### config.mk
export PLATFORM = sky130hd
export DESIGN_NAME = lbc_front
export DESIGN_NICKNAME = d
export VERILOG_FILES = /design/src/lbc_pkg.sv /design/src/lbc_front.sv
export SDC_FILE = /design/constraint.sdc
export NUM_CORES = 1
export LEC_CHECK = 0
export ABC_CLOCK_PERIOD_IN_PS = 4600
export BUFFER_PORTS_ARGS = -buffer_cell sky130_fd_sc_hd__buf_2
export CORE_MARGIN = 2
export CORE_UTILIZATION = 32
export DETAILED_ROUTE_END_ITERATION = 8
export GPL_TIMING_DRIVEN = 0
export PLACE_DENSITY = 0.63
export SLEW_MARGIN = 0
export SYNTH_ARGS = -nofsm -noshare
export SYNTH_HDL_FRONTEND = slang
export SYNTH_SLANG_ARGS = --single-unit
### constraint.sdc
create_clock -name clk_i -period 4.6 [get_ports clk_i]
set_clock_uncertainty 0.15 [all_clocks]
set_input_delay 0.46 -clock clk_i [delete_from_list [all_inputs] [get_ports clk_i]]
set_output_delay 0.46 -clock clk_i [all_outputs]
set_load 0.02 [all_outputs]
### src/lbc_pkg.sv
// lbc_pkg: shared types and constants of the block cache
// used by lbc_front, lbc_back and lru_block_cache_top; no dependencies
package lbc_pkg;

  localparam int MAX_ENTRIES_DEF = 256;
  localparam int BLOCK_WORDS_DEF = 32;
  localparam int TAG_W   = 12;
  localparam int WORD_W  = 64;
  localparam int STAMP_W = 32;
  localparam int CFG_W   = 9;
  localparam int WIDX_W  = 6;
  localparam logic [CFG_W-1:0] ENTRIES_RST = 9'd256;

  typedef enum logic [1:0] {
    OP_LOOKUP = 2'd0,
    OP_UPDATE = 2'd1,
    OP_INSERT = 2'd2,
    OP_BAD    = 2'd3
  } op_e;

  typedef enum logic [1:0] {
    ST_OK   = 2'd0,
    ST_MISS = 2'd1,
    ST_DUP  = 2'd2,
    ST_OFF  = 2'd3
  } status_e;

  typedef enum logic {
    CFG_ENABLED = 1'b0,
    CFG_ENTRIES = 1'b1
  } cfg_idx_e;

  typedef enum logic [2:0] {
    S_IDLE, S_SCAN, S_DECIDE, S_WDATA, S_RESP, S_STRM_RD, S_STRM_OUT
  } state_e;

  // one classified item in the queue
  typedef struct packed {
    op_e                op;
    logic [TAG_W-1:0]   tag;
    logic [WORD_W-1:0]  word;
    logic               start;
    logic               last;
    logic [WIDX_W-1:0]  widx;
  } item_t;

  // configuration write
  typedef struct packed {
    logic             we;
    cfg_idx_e         idx;
    logic [CFG_W-1:0] data;
  } cfg_wr_t;

endpackage

### src/lbc_front.sv
// lbc_front: accepts input beats, frames them into commands and queues them
// depends on lbc_pkg
module lbc_front import lbc_pkg::*; #(
  parameter int BLOCK_WORDS = BLOCK_WORDS_DEF
) (
  input  logic              clk_i,
  input  logic              rst_ni,
  input  logic              in_valid_i,
  output logic              in_ready_o,
  input  logic [1:0]        operation_i,
  input  logic [3:0]        disk_num_i,
  input  logic [7:0]        block_num_i,
  input  logic [WORD_W-1:0] data_word_i,
  input  cfg_wr_t           cfg_i,
  output logic              q_valid_o,
  input  logic              q_ready_i,
  output item_t             q_item_o
);

  localparam logic [WIDX_W-1:0] LAST_W = WIDX_W'(BLOCK_WORDS - 1);

  item_t             fifo_q [2];
  logic              wp_q, wp_d, rp_q, rp_d;
  logic [1:0]        cnt_q, cnt_d;
  logic [WIDX_W-1:0] fwc_q, fwc_d;
  item_t             new_item;
  logic              push, pop, cfg_clr;

  assign in_ready_o = (cnt_q != 2'd2);
  assign push       = in_valid_i && in_ready_o;
  assign q_valid_o  = (cnt_q != 2'd0);
  assign pop        = q_valid_o && q_ready_i;
  assign q_item_o   = fifo_q[rp_q];
  assign cfg_clr    = cfg_i.we && (cfg_i.idx == CFG_ENABLED);

  // command framing: first beat decides, the rest are data words
  always_comb begin
    new_item.op    = op_e'(operation_i);
    new_item.tag   = {disk_num_i, block_num_i};
    new_item.word  = data_word_i;
    new_item.start = (fwc_q == '0);
    new_item.widx  = fwc_q;
    if (fwc_q == '0) begin
      new_item.last = (operation_i == OP_LOOKUP) || (operation_i == OP_BAD) ||
                      (BLOCK_WORDS == 1);
    end else begin
      new_item.last = (fwc_q == LAST_W);
    end
    fwc_d = fwc_q;
    if (cfg_clr) begin
      fwc_d = '0;
    end else if (push) begin
      fwc_d = new_item.last ? '0 : fwc_q + WIDX_W'(1);
    end
    wp_d  = push ? ~wp_q : wp_q;
    rp_d  = pop ? ~rp_q : rp_q;
    cnt_d = cnt_q + {1'b0, push} - {1'b0, pop};
  end

  // queue payload
  always_ff @(posedge clk_i) begin
    if (push) begin
      fifo_q[wp_q] <= new_item;
    end
  end

  // queue pointers and framing counter
  always_ff @(posedge clk_i or negedge rst_ni) begin
    if (!rst_ni) begin
      wp_q  <= 1'b0;
      rp_q  <= 1'b0;
      cnt_q <= 2'd0;
      fwc_q <= '0;
    end else begin
      wp_q  <= wp_d;
      rp_q  <= rp_d;
      cnt_q <= cnt_d;
      fwc_q <= fwc_d;
    end
  end

endmodule

==> impl_results.md <==
* Transition time of the tightest slew-check pin at 0.721 ns
* Final count of pins violating max slew at 0
* Number of distinct library cells after synthesis at 30
* Cell area after placement at roughly 8100 sq um
* Worst endpoint data arrival time at between 2 and 2.5 ns
* Initial standard-cell utilization of the core at roughly 32%
* Std cell rows at 53
* Maximum number of pins on one net before global-route repair at 45
* Area share of the leading cell type in the synthesized netlist at ~76%
* Post-route worst setup slack at 1.78 ns
* Post-synthesis net count at between 400 and 500
* Number of CTS-inserted buffers at 17
* Pre-CTS setup slack at between 2 and 2.5 ns
* Maximum net fanout on the critical path at 10
* Layout net count at 621
* Unrepaired setup endpoints after global routing: false
* H-tree level count at 4
* PostCTS Resize Cnt at 0
* Number of placed cells counting well taps at 779
* Maximum root-to-sink buffer count at 2
* Root buffer selected by CTS: sky130_fd_sc_hd__clkbuf_16
* Number of warnings printed during yosys synthesis at 0
* Leakage dissipation at about 3.2 nW
* Core region area at about 21000 sq um
* Synthesized instance count at ~330
* Pwr Total at approximately 5.7 mW
* FF-to-FF setup slack at 2.30 ns
* Multiplexer area fraction after synthesis at ~14%
* Via count of the first global-routing pass at 3911
* Wire length reported by the detailed router at between 10000 and 15000 um
* Final non-filler cell total at 812
* Xor/xnor cell area share of the yosys netlist at 0.646%
* DR DRC count at 0
* Required time of the worst setup path at 3.99 ns
* Die area at 22300 sq um
* Global-route wire length before repair at 20000 um
* Cell area after layout at about 8700 sq um
* Num Clock Sinks at between 150 and 200
* Worst skew pair latency at between 0.4 and 0.5 ns
* Number of nets with antenna violations after routing at 0
* Pwr per Cell Area at roughly 660 nW/um^2
* DR vias at 3615
* Rel. slew slack at approximately half
* Layout overhead on the synthesized area at 28.1%
* Number of hold violations in the final report at 0
* IO buf count at 171
* Simple logic cell fraction of the synthesized area at 2.27%
* Routability congestion estimate from global placement at 0.741
* Cell taking the most area after synthesis: sky130_fd_sc_hd__edfxtp_1
* Die H at ~150 um
* Class of the worst hold path: primary input to flip-flop
* Overall fraction of global-route tracks in use at 11.8%
* Post-Synth Adder-Cell Area at less than 1%
* Register area share after synthesis at around four fifths
* Average size of a mapped cell at approximately 21 sq um
* Post-CTS clock slew at the launch and capture registers of the worst setup and hold paths at 0.07 ns
* Wirelength per Cell at between 15 and 20 um
* Final TNS setup at 0 ns
* Clock period minus final worst setup slack at between 2 and 3 ns
* Peak VDD IR at between 0.4 and 0.5 mV
* Via-to-Cell Ratio at about 4.5
* Maximum frequency from static timing analysis at roughly 0.35 GHz
* Worst Setup Start Kind: flip-flop
* Remaining global-route overflow at 0
* Pre-antenna DRT Iters at 5
* Dominant combinational cell family by area after synthesis: multiplexers
* Proportion of layout cells with a drive suffix above 1 at 56.7%
* Fraction of the cycle the final worst path needs at between 60% and 70%
* Synthesized cell area at a little under 7000 sq um
* Critical path class: flip-flop to output port
* DRT iter0 DRCs at around 160
* Die width at about 150 um
* Number of I/O pins at 181
* Antenna violations before repair at 2
* Hold slack at 0.0817 ns
* Maximum capacitance violations at 0
* Sort of element at the end of the critical path: output port
* Setup-failing EPs final at 0
* Count of state elements after synthesis at ~180
* Synth area leaders: sky130_fd_sc_hd__edfxtp_1, sky130_fd_sc_hd__mux2_2, sky130_fd_sc_hd__dfrtp_1
* Complex-gate fraction of the synthesized area at 1.13%
* Post-DP HPWL at around 9000 um
* Final core area utilization at ~42%
* TritonCTS clock tree: done
* Result of the run: finished clean
==> worst max-delay path, cell delays in order (launching register included) <==
cell	delay (ns)
sky130_fd_sc_hd__dfrtp_1	0.32
sky130_fd_sc_hd__clkbuf_1	0.27
sky130_fd_sc_hd__buf_2	0.34
sky130_fd_sc_hd__buf_2	0.31
sky130_fd_sc_hd__mux2_2	0.38
sky130_fd_sc_hd__buf_2	0.16
==> Yosys cell counts <==
library cell,n
sky130_fd_sc_hd__a21oi_1,3
sky130_fd_sc_hd__a22oi_1,1
sky130_fd_sc_hd__and2_1,2
sky130_fd_sc_hd__and3_1,1
sky130_fd_sc_hd__and4_2,1
sky130_fd_sc_hd__buf_2,5
sky130_fd_sc_hd__clkbuf_1,6
sky130_fd_sc_hd__dfrtp_1,10
sky130_fd_sc_hd__edfxtp_1,172
sky130_fd_sc_hd__ha_1,4
sky130_fd_sc_hd__inv_1,5
sky130_fd_sc_hd__mux2_2,86
sky130_fd_sc_hd__nand2_1,1
sky130_fd_sc_hd__nand2b_1,2
sky130_fd_sc_hd__nand2b_2,1
sky130_fd_sc_hd__nand3_1,6
sky130_fd_sc_hd__nand4_1,2
sky130_fd_sc_hd__nand4b_1,1
sky130_fd_sc_hd__nor2_1,2
sky130_fd_sc_hd__nor2b_1,1
sky130_fd_sc_hd__nor3_1,1
sky130_fd_sc_hd__o21ai_0,4
sky130_fd_sc_hd__o21ai_4,1
sky130_fd_sc_hd__o32ai_1,1
sky130_fd_sc_hd__o41ai_1,1
sky130_fd_sc_hd__or2_2,1
sky130_fd_sc_hd__or3_1,2
sky130_fd_sc_hd__or3_4,1
sky130_fd_sc_hd__xnor2_1,3
sky130_fd_sc_hd__xor2_1,2
==> final cells by class <==
cell class | count | area (sq um)
clock buffer | 17 | 425
tap | 275 | 344
fill | 1894 | 12200
timing repair buffer | 176 | 968
multi-input combinational | 131 | 1310
sequential | 182 | 5420
antenna | 1 | 2.50
inverter | 5 | 18.8
buffer | 11 | 47.5
clock inverter | 14 | 148
==> worst paths after layout <==
path / startpoint / depth (start not counted) / end
min in group asynchronous: rst_ni / 2 / rp_q
hold / removal: data_word_i[34] / 1 / fifo_q[0][42]
hold reg to reg: cnt_q[1] / 1 / cnt_q[1]
setup reg to reg: cnt_q[0] / 7 / fifo_q[0][32]
setup / recovery: rp_q / 5 / q_item_o[62]
max in group asynchronous: rst_ni / 2 / fwc_q[5]
==> cell usage in the layout, fill, tap and decap left out, types with 3 or more instances in the layout <==
cell and instances:
sky130_fd_sc_hd__xnor2_1 3, sky130_fd_sc_hd__buf_16 3, sky130_fd_sc_hd__inv_1 5, sky130_fd_sc_hd__a21oi_1 3, sky130_fd_sc_hd__clkbuf_16 17, sky130_fd_sc_hd__nand3_1 6, sky130_fd_sc_hd__dfrtp_1 10, sky130_fd_sc_hd__ha_1 4
sky130_fd_sc_hd__o21ai_0 4, sky130_fd_sc_hd__edfxtp_1 172, sky130_fd_sc_hd__inv_6 4, sky130_fd_sc_hd__mux2_2 86, sky130_fd_sc_hd__buf_2 176, sky130_fd_sc_hd__clkbuf_1 6, sky130_fd_sc_hd__clkinv_2 4
==> sequential cells by signal (all words and copies together), names as in the netlist <==
name    count
fifo_q    172
fwc_q       6
wp_q        1
cnt_q       2
rp_q        1
==> power breakdown <==
group	switching [mW]	total, mW	internal, mW
Clock	0.608	1.41	0.802
Combinational	1.18	1.94	0.766
Sequential	0.0976	2.37	2.27
Total	1.88	5.73	3.84
==> repair_timing <==
action | CTS | global route
buffers inserted | 0 | 0
hold endpoints to repair | 10 | 0
hold buffers | 1 | 0
==> routing by layer <==
metal / wire length [um] / global-route usage, % / vias up
met4: 187 / 4.48 / 2
li1: - / - / 1684
met2: 6620 / 20.2 / 112
met3: 854 / 4.02 / 18
met1: 5320 / 13.8 / 1799
met5: 13 / 0 / -
==> logic make-up (layout without fill, tap and decap cells) <==
| logic type | Yosys count | in the layout |
|---|---|---|
| compound gates | 11 | 11 |
| simple gates | 25 | 25 |
| flops | 182 | 182 |
| mux | 86 | 86 |
| xor+xnor | 5 | 5 |
| buf+inv | 16 | 223 |
| other cells | 0 | 1 |
| fa+ha+maj | 4 | 4 |
Note: power is estimated with default switching activity, not from simulation.
